### config.mk
export PLATFORM = sky130hd
export DESIGN_NAME = sobel_lane
export DESIGN_NICKNAME = d
export VERILOG_FILES = /design/src/rtl/core/sobel_pkg.sv /design/src/rtl/core/sobel_lane.sv
export SDC_FILE = /design/constraint.sdc
export NUM_CORES = 1
export LEC_CHECK = 0
export ABC_CLOCK_PERIOD_IN_PS = 3450
export BUFFER_PORTS_ARGS = -buffer_cell sky130_fd_sc_hd__buf_2
export CORE_MARGIN = 3
export CORE_UTILIZATION = 55
export CTS_CLUSTER_SIZE = 20
export DETAILED_ROUTE_END_ITERATION = 7
export MAX_ROUTING_LAYER = met4
export PLACE_DENSITY = 0.8
export RECOVER_POWER = 50
export SYNTH_ARGS = -nofsm -noshare
export SYNTH_HDL_FRONTEND = slang
export SYNTH_SLANG_ARGS = --single-unit
### constraint.sdc
create_clock -name clk -period 3.45 [get_ports clk]
set_input_delay 0.1725 -clock clk [delete_from_list [all_inputs] [get_ports clk]]
set_output_delay 0.1725 -clock clk [all_outputs]
set_load 0.02 [all_outputs]
### src/rtl/core/sobel_pkg.sv
// Shared types and constants for the horizontal Sobel edge filter.
// No dependencies; used by sobel_lane and sobel_horizontal_edge_filter.
`default_nettype none

package sobel_pkg;

    // Frame geometry (square frame, pixels per row and rows per frame)
    localparam int IMAGE_SIZE = 256;
    localparam int COL_W      = $clog2(IMAGE_SIZE);
    localparam int ROW_W      = $clog2(IMAGE_SIZE + 2);

    localparam logic [COL_W-1:0] COL_LAST = COL_W'(IMAGE_SIZE - 1);
    localparam logic [ROW_W-1:0] ROW_PAD  = ROW_W'(IMAGE_SIZE);
    localparam logic [ROW_W-1:0] ROW_WRAP = ROW_W'(IMAGE_SIZE + 1);

    // Pixel layout: red in the high byte, blue in the low byte
    localparam int CH_W  = 8;
    localparam int PIX_W = 3 * CH_W;
    localparam int NUM_CH = 3;

    typedef logic [CH_W-1:0]  chan_t;
    typedef logic [PIX_W-1:0] pix_t;

    // Signed horizontal difference of one row and full gradient
    typedef logic signed [CH_W:0]   diff_t;
    typedef logic signed [CH_W+2:0] grad_t;

    localparam grad_t MAG_SAT = grad_t'(255);

    // Stage load strobes shared by the channel lanes
    typedef struct packed {
        logic ld_diff;
        logic ld_mag;
    } lane_ctl_t;

endpackage

`default_nettype wire

### src/rtl/core/sobel_lane.sv
// One channel lane: row differences, weighted sum, absolute value, saturation.
// Depends on sobel_pkg.
`default_nettype none

module sobel_lane
    import sobel_pkg::*;
(
    input  wire logic      clk,
    input  wire lane_ctl_t ctl,
    input  wire chan_t     lft [3],
    input  wire chan_t     rgt [3],
    output chan_t          mag
);

    diff_t diff_reg  [3];
    diff_t diff_next [3];
    grad_t g;
    grad_t g_abs;
    chan_t mag_reg;
    chan_t mag_next;

    // Right minus left per window row
    always_comb
    begin
        for (int r = 0; r < 3; r++)
        begin
            diff_next[r] = $signed({1'b0, rgt[r]}) - $signed({1'b0, lft[r]});
        end
    end

    always_ff @(posedge clk)
    begin
        if (ctl.ld_diff)
        begin
            diff_reg <= diff_next;
        end
    end

    // Weighted sum 1-2-1, then min(|g|, 255)
    always_comb
    begin
        g = grad_t'(diff_reg[0]) + (grad_t'(diff_reg[1]) <<< 1) + grad_t'(diff_reg[2]);
        g_abs = g[CH_W+2] ? -g : g;
        mag_next = (g_abs > MAG_SAT) ? chan_t'(MAG_SAT) : g_abs[CH_W-1:0];
    end

    always_ff @(posedge clk)
    begin
        if (ctl.ld_mag)
        begin
            mag_reg <= mag_next;
        end
    end

    assign mag = mag_reg;

endmodule

`default_nettype wire

* Word level (Yosys, flattened, before mapping)
Index checks and enable logic that the tools add are counted.
Storage, ports and cells: word-level logic and storage cells 12, output and inout bits 8, register bits after elaboration 35, bits of input ports 51
Operators by class: $add $sub $neg 6, muxes and demuxes 1, $lt $le $gt $ge 1
Operators with widths (count):
- $sub A8 B8 Y9 | 3
- $add A11 B9 Y11 | 1
- $add A9 B10 Y11 | 1
- $gt A11 B9 Y1 const B | 1
- $mux W11 | 1
- $neg A11 Y11 | 1

* Longest topological paths before layout
Gate-level depths: netlist of the first run.
depth in word-level cells 5, gate-level depth with buffers 11, mapped depth without buffers 11

* Worst setup path before layout of the first run
No wires, ideal clock.
path type flip-flop to flip-flop, start register diff_reg[1] (netlist bit), end register mag_reg[1], in the netlist mag[1], data pin, data arrival time 2751 ps, required time 3169 ps, stages on the path, launching flop included 12, setup time 281 ps, clock period less this slack 3031 ps, path buffers 0, setup slack 419 ps, cells stage by stage edfxtp_1 -> fa_1 -> ha_1 -> inv_1 -> fa_1 -> nand2b_1 -> a21oi_1 -> xnor2_1 -> and3_1 -> nand3_1 -> mux2i_2 -> o2111ai_1
On the way: longest elaborated chain between the ends 4
Ends and longest elaborated chain:
- start: declaration | RTL line sobel_lane.sv:15 | diff_t diff_reg [3];
- start signal: assignment | RTL line sobel_lane.sv:35 | diff_reg <= diff_next;
- $add A11 B9 Y11 * | RTL line sobel_lane.sv:42 | g = grad_t'(diff_reg[0]) + (grad_t'(diff_reg[1]) <<< 1) + grad_t'(diff_reg[2]);
- $neg A11 Y11 | RTL line sobel_lane.sv:43 | g_abs = g[CH_W+2] ? -g : g;
- $mux W11 * | RTL line sobel_lane.sv:43
- $gt A11 B9 Y1 | RTL line sobel_lane.sv:44 | mag_next = (g_abs > MAG_SAT) ? chan_t'(MAG_SAT) : g_abs[CH_W-1:0];
- end signal: assignment | RTL line sobel_lane.sv:51 | mag_reg <= mag_next;
- end: declaration | RTL line sobel_lane.sv:19 | chan_t mag_reg;
Mark *: on every way between the ends. The rest lies on a longest branch, timed or not. A chain may end at the register's enable or synchronous reset.

* Worst setup path after layout of the first run
start register diff_reg[2] (netlist bit), end register mag_reg[1], in the netlist mag[1], data pin
Same word-level chain as after synthesis.

==> results by group, run 1 <==
Timing
  – Endpoints failing setup: 0
  – Max Fclk: approximately 310 MHz
  – Min Tclk post-route: 3.21 ns
  – Max-slew violation count: 0
  – Relative slew slack: 0.0491
  – Fin crit share: 0.929
  – Setup TNS Final: 0 ns
  – RSZ-0062 raised after global routing: no
  – Worst-Margin Slew: roughly 1.4 ns
  – Final Hold Vio Count: 0
  – Worst Clk Skew: 0.00666 ns

Logic synthesis
  – Yosys cell types: 42
  – Synth Area per Inst: roughly 10 um^2
  – Largest cells by area after synthesis: edfxtp_1, ha_1, fa_1, inv_1, xor2_1
  – Top cells by count, synth: inv_1, edfxtp_1, ha_1
  – Sequential area share after synthesis: 0.357
  – Post-synth EDFFs: 35
  – Yosys top cell area share: 0.357
  – Post-synth ARST share: 0
  – Post-Syn Nets: 384
  – Post-synthesis cell area: slightly below 3000 um^2
  – Post-Syn Instances: 285
  – Synthesis Warnings: 0
  – Flop and latch count out of synthesis: 35
  – Main synth FF type: edfxtp_1
  – Most instantiated library cell after synthesis: inv_1
  – Post-synth top area cell: edfxtp_1

Floorplanning
  – Die height: between 70 and 80 um
  – # rows: 25
  – Die Area: 6260 um^2
  – Starting Density: 0.595
  – Die Width: 79.1 um
  – Core box area: between 4000 and 5000 um^2
  – I/O Pins: 59

Global route
  – Tot GR Track Use: 0.195
  – Pin count of the biggest net entering global routing: 28
  – Number of global-route vias before repair: roughly 2300
  – Antenna violations before repair: 0
  – Total gr overflow: 0
  – First-pass GRT wire length: between 9000 and 10000 um

Layout
  – FILL cells: 390
  – Inserted Diodes: 0
  – Area of the multi-input gates: approximately 1700 um^2
  – Fraction of layout cells with a size suffix above 1: 0.194
  – Area occupied by registers: between 1000 and 1500 um^2
  – Final net count: between 400 and 500
  – Area Overhead vs Synth: 15.5%
  – Number of flip-flops under the largest register name: 27

Drt
  – Residual DRC: 0
  – Routed Antenna Nets: 0
  – Avg WL per Cell: between 10 and 15 um
  – DRT Pass-1 Iters: 4
  – Via count: between 2000 and 2500
  – DR vias/cell: around 5.3
  – Final wirelength: 5430 um
  – Iter 0 DRT Violations: between 100 and 150

CTS
  – Clock sinks: 35
  – Worst skew pair latency: 0.29 ns
  – CTS tree: done
  – Clock root cell: clkbuf_8
  – Post-CTS setup buffers: 0
  – Clk slew on worst S/H paths: 0.07 ns
  – CTS Hold Bufs: 0
  – Total CTS buffers: 5
  – Bufs on Longest Clock Path: 2
  – H-tree Lvls: 2

Pwr
  – LEAKAGE: ~1.6 nW
  – Power density over the cells: 750 nW/um^2
  – Power Total: roughly 0.0025 W
  – Max rail drop VDD: 0.379 mV

Critical path
  – WP buf/inv: 0
  – Max stage delay cell, worst path: fa_1
  – R2R cell count: 9
  – Crit end category: flip-flop
  – Data required time of the worst path: between 3 and 4 ns
  – CP max FO: 7
  – Critical path origin: diff_reg[2]$_DFFE_PP_
  – Crit path kind: reg -> reg
  – Worst Path Arrival: about 3.2 ns
  – Worst R2R Start: diff_reg[2]$_DFFE_PP_
  – Reg2reg end: mag[1]$_SDFFCE_PN1P_
  – Setup crit end: mag[1]$_SDFFCE_PN1P_
  – CP max stage delay: approximately 0.52 ns
  – Critical path depth in cells: 9
  – Critical path, cell by cell: fa_1, ha_1, a21o_1, and4_4, or2_4, xor2_1, o32ai_2, mux2i_2, o2111ai_1
  – Largest delay contributor family on the critical path: adder cells
  – Reg2Reg Setup Slack: approximately 0.24 ns
  – Crit path launch type: flip-flop

Placed design
  – PortBufs: 58
  – Post-DP HPWL: ~4600 um
  – GP Congestion: 0.849

Run status
  – Status: finished clean

Worst hold path
  – Hold Crit Depth: 3
  – HP Class: in -> reg

Job
  – Max-cap violation count: 0
area by class of cell:
cell class	count	area share
inverters	44	0.0486
flip-flops and latches	35	0.309
clock buffers	6	0.0214
multi-input cells	205	0.509
well taps	67	0.0247
repair buffers	58	0.0847
clock inverters	2	0.00221
how the worst min path moves through the flow:
stage | to | from
global placement | mag[0]$_SDFFCE_PN1P_ | ctl[0]
global route | diff_reg[0]$_DFFE_PP_ | lft[0]
CTS | mag[5]$_SDFFCE_PN1P_ | ctl[0]
detailed placement | mag[1]$_SDFFCE_PN1P_ | ctl[0]
floorplan | diff_reg[0]$_DFFE_PP_ | ctl[1]
finish | diff_reg[0]$_DFFE_PP_ | lft[0]
metrics by stage:
step | setup slack (ns) | hold WS (ns) | cells | cell area, um^2 | utilization
after floorplan | 0.419 | 0.285 | 285 | 2940 | -
after global placement | 0.293 | 0.511 | 409 | 3310 | 0.670
after detailed placement | 0.202 | 0.530 | 409 | 3310 | 0.670
after CTS | 0.192 | 0.226 | 417 | 3390 | 0.686
after global routing | 0.0133 | 0.274 | 417 | 3400 | 0.687
final | 0.243 | 0.277 | 417 | 3400 | 0.687
cells by family (layout without fill, tap and decap cells):
logic type                 count (synthesis)  after routing  share of synthesized area
AOI/OAI and AO/OA                         64             64                      0.140
and+or+nand+nor                           62             62                      0.111
adders and majority gates                 48             48                      0.237
buffers and inverters                     45            110                     0.0578
DFF                                       35             35                      0.357
xor gates and xnor gates                  27             27                     0.0804
muxes                                      4              4                     0.0166
power breakdown:
group,switching [W],total [W],internal [W]
Combinational,0.000923,0.00160,0.000682
Clock,0.000141,0.000279,0.000138
Sequential,0.0000345,0.000663,0.000629
cells in the final DEF (no fill, tap or decap), types with 2 or more instances in the layout:
master and instances:
nor3_1 2, a211o_1 2, xor2_1 17, nand2_1 14, edfxtp_1 35, nor2b_1 6
clkbuf_8 5, inv_1 44, nand2b_1 8, ha_1 35, and3_1 4, a21boi_0 3
clkbuf_1 3, a21o_1 8, buf_2 56, o21ai_0 17, o21a_1 3, a21oi_1 20
fa_1 13, clkinv_1 2, a22oi_1 2, nor2_1 10, xnor2_1 10, nand3_1 9
what timing repair did:
item,CTS,global route
setup endpoints to repair,0,1
hold endpoints to repair,0,0
gates resized for setup,0,1
worst reg2reg max path, stage by stage (launching register included):
cell and delay, ns:
edfxtp_1 0.41, fa_1 0.52, ha_1 0.32, a21o_1 0.20, and4_4 0.20, or2_4 0.25
xor2_1 0.34, o32ai_2 0.16, mux2i_2 0.37, o2111ai_1 0.16
metal layers:
| metal | track usage | routed length (um) | vias to the layer above |
|---|---|---|---|
| li1 | - | - | 1127 |
| met1 | 0.203 | 2190 | 1020 |
| met2 | 0.354 | 2850 | 62 |
| met3 | 0.0363 | 248 | 15 |
| met4 | 0.0911 | 145 | 0 |
| met5 | - | 0 | - |
No activity file was read; power rests on OpenSTA's default activity.
==> run 2, diff against run 1 <==
--- a/config.mk
+++ b/config.mk
@@ -5,12 +5,13 @@
 export SDC_FILE = /design/constraint.sdc
 export NUM_CORES = 1
 export LEC_CHECK = 0
-export ABC_CLOCK_PERIOD_IN_PS = 3450
+export ABC_CLOCK_PERIOD_IN_PS = 3900
 export BUFFER_PORTS_ARGS = -buffer_cell sky130_fd_sc_hd__buf_2
 export CORE_MARGIN = 3
 export CORE_UTILIZATION = 55
 export CTS_CLUSTER_SIZE = 20
 export DETAILED_ROUTE_END_ITERATION = 7
+export HOLD_SLACK_MARGIN = 0.15
 export MAX_ROUTING_LAYER = met4
 export PLACE_DENSITY = 0.8
 export RECOVER_POWER = 50
==> constraint.sdc (replaced) <==
create_clock -name clk -period 3.9 [get_ports clk]
set_input_delay 0.195 -clock clk [delete_from_list [all_inputs] [get_ports clk]]
set_output_delay 0.195 -clock clk [all_outputs]
set_load 0.02 [all_outputs]
==> results by group, run 2 (synthesized netlist as in run 1, its figures left out) <==
Drt
  – Avg WL per Cell: 12.9 um (-1.4%)
  – DRT Pass-1 Iters: 4 (unchanged)
  – Iter 0 DRT Violations: 77 (-29%)
  – Routed Antenna Nets: 0 (unchanged)
  – Via count: 2220 (-0.18%)
  – Residual DRC: 0 (unchanged)
  – Final wirelength: 5360 um (-1.4%)
  – DR vias/cell: 5.32 (-0.18%)

Global route
  – First-pass GRT wire length: 8880 um (-5.5%)
  – Total gr overflow: 0 (unchanged)
  – Pin count of the biggest net entering global routing: 28 (unchanged)
  – Antenna violations before repair: 0 (unchanged)
  – Tot GR Track Use: 0.183 (-0.0118)
  – Number of global-route vias before repair: 2133 (-7.0%)

Run status
  – Status: finished clean

Floorplanning
  – Starting Density: 0.595 (unchanged)
  – I/O Pins: 59 (unchanged)
  – Core box area: 4940 um^2 (unchanged)
  – Die Area: 6260 um^2 (unchanged)
  – Die height: 79.1 um (unchanged)
  – # rows: 25 (unchanged)
  – Die Width: 79.1 um (unchanged)

Timing
  – Worst-Margin Slew: 1.44 ns (+0.0177 ns)
  – Relative slew slack: 0.0373 (-0.0118)
  – Final Hold Vio Count: 0 (unchanged)
  – Fin crit share: 0.831 (-0.0989)
  – Endpoints failing setup: 0 (unchanged)
  – Max-slew violation count: 0 (unchanged)
  – Min Tclk post-route: 3.24 ns (+0.0325 ns)
  – Hold WS: 0.316 ns (+0.0397 ns)
  – Max Fclk: 309 MHz (-1.0%)
  – Setup TNS Final: 0 ns (unchanged)
  – RSZ-0062 raised after global routing: no
  – Worst Clk Skew: 0.00835 ns (+0.00169 ns)

Layout
  – Area of the multi-input gates: 1720 um^2 (-0.51%)
  – Fraction of layout cells with a size suffix above 1: 0.194 (unchanged)
  – Number of flip-flops under the largest register name: 27 (unchanged)
  – FILL cells: 412 (+5.6%)
  – Area occupied by registers: 1050 um^2 (unchanged)
  – Most frequent cells in the layout: buf_2, inv_1, ha_1, edfxtp_1, a21oi_1
  – Commonest non-fill, non-tap cell in the layout: buf_2
  – Final net count: 448 (unchanged)
  – Area Overhead vs Synth: 15.2%
  – Inserted Diodes: 0 (unchanged)

Pwr
  – Power density over the cells: 655 nW/um^2 (-13%)
  – Max rail drop VDD: 0.351 mV (-7.4%)
  – P_int: 0.00127 W (-12%)
  – Clock power share: 0.109 (about the same)
  – Switching share of power: 0.428 (-0.00370)
  – Seq pwr share: 0.265 (+0.004)
  – LEAKAGE: 1.61 nW (-0.10%)
  – Gate power share: 0.626 (-0.004)
  – Switch Pwr: 0.000949 W (-14%)

CTS
  – Bufs on Longest Clock Path: 2 (unchanged)
  – Post-CTS resize count: 0 (unchanged)
  – Clock root cell: clkbuf_8
  – H-tree Lvls: 2 (unchanged)
  – Post-CTS setup buffers: 0 (unchanged)
  – CTS tree: done
  – Total CTS buffers: 5 (unchanged)
  – Worst skew pair latency: 0.28 ns (about the same)
  – Clock sinks: 35 (unchanged)
  – CTS Hold Bufs: 0 (unchanged)
  – Clk slew on worst S/H paths: 0.07 ns (about the same)

Placed design
  – GP Congestion: 0.849 (about the same)
  – PortBufs: 58 (unchanged)
  – Post-DP HPWL: 4530 um (-0.42%)

Job
  – Max-cap violation count: 0 (unchanged)

Critical path
  – Crit end category: flip-flop
  – Crit path launch type: flip-flop
  – Data required time of the worst path: 3.91 ns (+0.44 ns)
  – Crit path kind: reg -> reg
  – CP max FO: 7 (unchanged)
  – Worst Path Arrival: 3.25 ns (+0.03 ns)

Worst hold path
  – HP Class: in -> reg
## run 2: cell counts in the layout (fill, tap and decap cells not counted)
Identical to the previous run, type by type.
## run 2: final timing paths
kind                               start               endpoint  slack, ns  depth (start not counted)
setup reg to reg   diff_reg[1]$_DFFE_PP_   mag[1]$_SDFFCE_PN1P_       0.66                         11
setup / recovery   diff_reg[1]$_DFFE_PP_   mag[1]$_SDFFCE_PN1P_       0.66                         11
hold reg to reg   diff_reg[18]$_DFFE_PP_   mag[0]$_SDFFCE_PN1P_       0.68                          3
hold / removal                    lft[0]  diff_reg[0]$_DFFE_PP_       0.32                          3
## run 2: critical path, stage by stage (launching register included)
cell,delay (ns)
edfxtp_1,0.40
fa_1,0.55
ha_1,0.17
inv_1,0.06
fa_1,0.39
nand2b_1,0.17
a21oi_1,0.16
xnor2_1,0.19
and3_1,0.26
nand3_1,0.12
mux2i_2,0.36
o2111ai_1,0.16
## run 2: metal layers
metal	part of all wire	global-route usage	routed length [um]	vias to the layer above
met1	0.41	0.199	2220	1019
met4	0.0099	0.0670	53	0
met3	0.045	0.0215	243	6
met5	0	-	0	-
li1	-	-	-	1130
met2	0.53	0.342	2850	65
## run 2: cell type report
cell class	count	share of cell area
clock buffers	6	0.0214
well taps	67	0.0247
inverters	44	0.0487
clock inverters	2	0.00222
flip-flops and latches	35	0.310
repair buffers	58	0.0849
multi-input cells	205	0.508
## run 2: power groups by stage
stage,logic [W],registers (W),clock network (W)
final,0.00139,0.000588,0.000242
after global routing,0.00153,0.000595,0.000268
after CTS,0.00139,0.000589,0.000249
after detailed placement,0.00138,0.000596,0
after global placement,0.00133,0.000592,0
after floorplan,0.00105,0.000647,0
## run 2: through the flow
stage | util | cell area [um^2] | cells | power [W] | setup slack (ns)
2_1_floorplan | - | 2940 | 285 | 0.00170 | 0.869
3_3_place_gp | 0.670 | 3310 | 409 | 0.00192 | 0.743
3_5_place_dp | 0.670 | 3310 | 409 | 0.00198 | 0.644
4_1_cts | 0.686 | 3390 | 417 | 0.00223 | 0.637
5_1_grt | 0.686 | 3390 | 417 | 0.00240 | 0.422
6_report | 0.686 | 3390 | 417 | 0.00222 | 0.661
==> run 3, diff against run 2 <==
--- a/config.mk
+++ b/config.mk
@@ -5,15 +5,15 @@
 export SDC_FILE = /design/constraint.sdc
 export NUM_CORES = 1
 export LEC_CHECK = 0
-export ABC_CLOCK_PERIOD_IN_PS = 3900
+export ABC_CLOCK_PERIOD_IN_PS = 2600
 export BUFFER_PORTS_ARGS = -buffer_cell sky130_fd_sc_hd__buf_2
 export CORE_MARGIN = 3
-export CORE_UTILIZATION = 55
+export CORE_UTILIZATION = 51
 export CTS_CLUSTER_SIZE = 20
 export DETAILED_ROUTE_END_ITERATION = 7
 export HOLD_SLACK_MARGIN = 0.15
 export MAX_ROUTING_LAYER = met4
-export PLACE_DENSITY = 0.8
+export PLACE_DENSITY = 0.78
 export RECOVER_POWER = 50
 export SYNTH_ARGS = -nofsm -noshare
 export SYNTH_HDL_FRONTEND = slang
==> constraint.sdc (replaced) <==
create_clock -name clk -period 2.6 [get_ports clk]
set_input_delay 0.13 -clock clk [delete_from_list [all_inputs] [get_ports clk]]
set_output_delay 0.13 -clock clk [all_outputs]
set_load 0.02 [all_outputs]
==> results by group, run 3 (synthesized netlist as in run 1, its figures left out) <==
Run status
  – Status: finished, violations left
  – Failing checks: negative setup slack

Pwr
  – Seq pwr share: 0.193 (-0.072)
  – Gate power share: 0.723 (+0.097)
  – Power Total: 0.00457 W (+110%)
  – Power density over the cells: 1180 nW/um^2 (+80%)
  – Max rail drop VDD: 0.672 mV (+92%)
  – Switch Pwr: 0.00192 W (+100%)
  – LEAKAGE: 1.85 nW (+15%)
  – P_int: 0.00265 W (+110%)
  – Switching share of power: 0.421 (-0.00710)
  – Clock power share: 0.085 (-0.024)

Timing
  – Final Hold Vio Count: 0 (unchanged)
  – RSZ-0062 raised after global routing: yes
  – Worst-Margin Slew: 1.39 ns (-0.0566 ns)
  – Relative slew slack: 0.0750 (+0.0378)
  – Min Tclk post-route: 3.09 ns (-0.153 ns)
  – Setup TNS Final: -3.63 ns (-3.63 ns)
  – Fin crit share: 1.19 (+0.357)
  – Max Fclk: 324 MHz (+4.9%)
  – Endpoints failing setup: 8 (+8)
  – Hold WS: 0.245 ns (-0.0716 ns)
  – Max-slew violation count: 0 (unchanged)
  – Worst Clk Skew: 0.00311 ns (-0.00524 ns)
  – Worst Slack Setup Final: -0.486 ns (-1.15 ns)

Floorplanning
  – I/O Pins: 59 (unchanged)
  – Die Area: 6710 um^2 (+7.2%)
  – Core box area: 5540 um^2 (+12%)
  – Starting Density: 0.531 (-0.0643)
  – Die Width: 81.9 um (+3.6%)
  – Die height: 81.9 um (+3.6%)
  – # rows: 27 (+8.0%)

Placed design
  – Placed insts: 451 (+10%)
  – Post-DP HPWL: 4950 um (+9.1%)
  – PortBufs: 58 (unchanged)
  – GP Congestion: 0.864 (+1.8%)

Global route
  – First-pass GRT wire length: 10700 um (+20%)
  – Tot GR Track Use: 0.211 (+0.0283)
  – Antenna violations before repair: 0 (unchanged)
  – Number of global-route vias before repair: 2521 (+18%)
  – Pin count of the biggest net entering global routing: 28 (unchanged)
  – Total gr overflow: 0 (unchanged)

Layout
  – Inserted Diodes: 0 (unchanged)
  – Final net count: 490 (+9.4%)
  – Number of flip-flops under the largest register name: 27 (unchanged)
  – Area Overhead vs Synth: 31.5%
  – FILL cells: 419 (+1.7%)
  – Fraction of layout cells with a size suffix above 1: 0.342 (+0.148)
  – Commonest non-fill, non-tap cell in the layout: buf_2
  – Most frequent cells in the layout: buf_2, inv_1, buf_4
  – Layout Cells excl Fill: 464 (+11%)
  – Final Core Density: 0.698 (+0.0125)

Critical path
  – Reg2Reg Setup Slack: -0.49 ns (-1.15 ns)
  – R2R cell count: 12 (+1)
  – Crit path kind: reg -> reg
  – Crit path launch type: flip-flop
  – Crit end category: flip-flop
  – Worst Path Arrival: 3.11 ns (-0.14 ns)
  – Data required time of the worst path: 2.62 ns (-1.29 ns)
  – CP max FO: 6 (-1)

Drt
  – Avg WL per Cell: 13.6 um (+5.8%)
  – DR vias/cell: 5.22 (-2.0%)
  – Routed Antenna Nets: 0 (unchanged)
  – Via count: 2422 (+9.1%)
  – Iter 0 DRT Violations: 97 (+26%)
  – Final wirelength: 6310 um (+18%)
  – Residual DRC: 0 (unchanged)
  – DRT Pass-1 Iters: 4 (unchanged)

CTS
  – CTS Hold Bufs: 0 (unchanged)
  – Clock root cell: clkbuf_8
  – Clk slew on worst S/H paths: 0.07 ns (about the same)
  – Total CTS buffers: 5 (unchanged)
  – H-tree Lvls: 2 (unchanged)
  – CTS tree: done
  – Worst skew pair latency: 0.28 ns (about the same)
  – Clock sinks: 35 (unchanged)
  – Bufs on Longest Clock Path: 2 (unchanged)

Job
  – Max-cap violation count: 0 (unchanged)

Worst hold path
  – HP Class: in -> reg
  – Hold Crit Depth: 3 (unchanged)
run 3: critical path, stage by stage, from the launching register on:
cell and delay, ns:
edfxtp_1 0.41, fa_1 0.55, ha_2 0.19, inv_2 0.04, fa_2 0.33, nand2b_4 0.17
a21oi_4 0.17, mux2i_2 0.28, nor2_2 0.09, nand3_2 0.11, mux2i_2 0.24, buf_4 0.17
nand3_1 0.08
run 3: power groups by stage:
stage / Sequential, W / Clock, W / Combinational (W)
after floorplan: 0.000970 / 0 / 0.00161
after global placement: 0.000887 / 0 / 0.00264
after detailed placement: 0.000896 / 0 / 0.00273
after CTS: 0.000884 / 0.000388 / 0.00307
after global routing: 0.000900 / 0.000416 / 0.00359
final: 0.000880 / 0.000386 / 0.00330
run 3: worst paths after layout:
path,endpoint,from
max reg2reg,mag[5]$_SDFFCE_PN1P_,diff_reg[1]$_DFFE_PP_
max,mag[5]$_SDFFCE_PN1P_,diff_reg[1]$_DFFE_PP_
min reg2reg,mag[0]$_SDFFCE_PN1P_,diff_reg[18]$_DFFE_PP_
min,diff_reg[0]$_DFFE_PP_,lft[0]
run 3: per-stage QoR:
stage,worst slack [ns],instance area [um^2]
global route,-0.628,3870
global placement,-0.394,3610
floorplan,-0.340,2960
CTS,-0.459,3800
finish,-0.486,3870
detailed placement,-0.460,3610
run 3: what timing repair did:
action                     CTS  global route
gates cloned                 0             0
resized for setup           14            13
setup buffers                4             2
setup endpoints to repair    8             8
pin swaps                    4             8
run 3: routing by layer:
layer | global-route usage | vias up | wire, um
met2 | 0.393 | 68 | 3490
met4 | 0.0814 | 0 | 81
met3 | 0.0307 | 8 | 300
met5 | - | - | 0
li1 | - | 1214 | -
met1 | 0.224 | 1132 | 2440
run 3: layout make-up:
type	instances	area (um^2)	share of cell area
Multi-Input combinational cell	205	1870	0.483
Tap cell	72	90.1	0.0233
Inverter	44	165	0.0427
Sequential cell	35	1050	0.272
Clock buffer	6	72.6	0.0188
Clock inverter	2	12.5	0.00324
Timing Repair Buffer	100	607	0.157
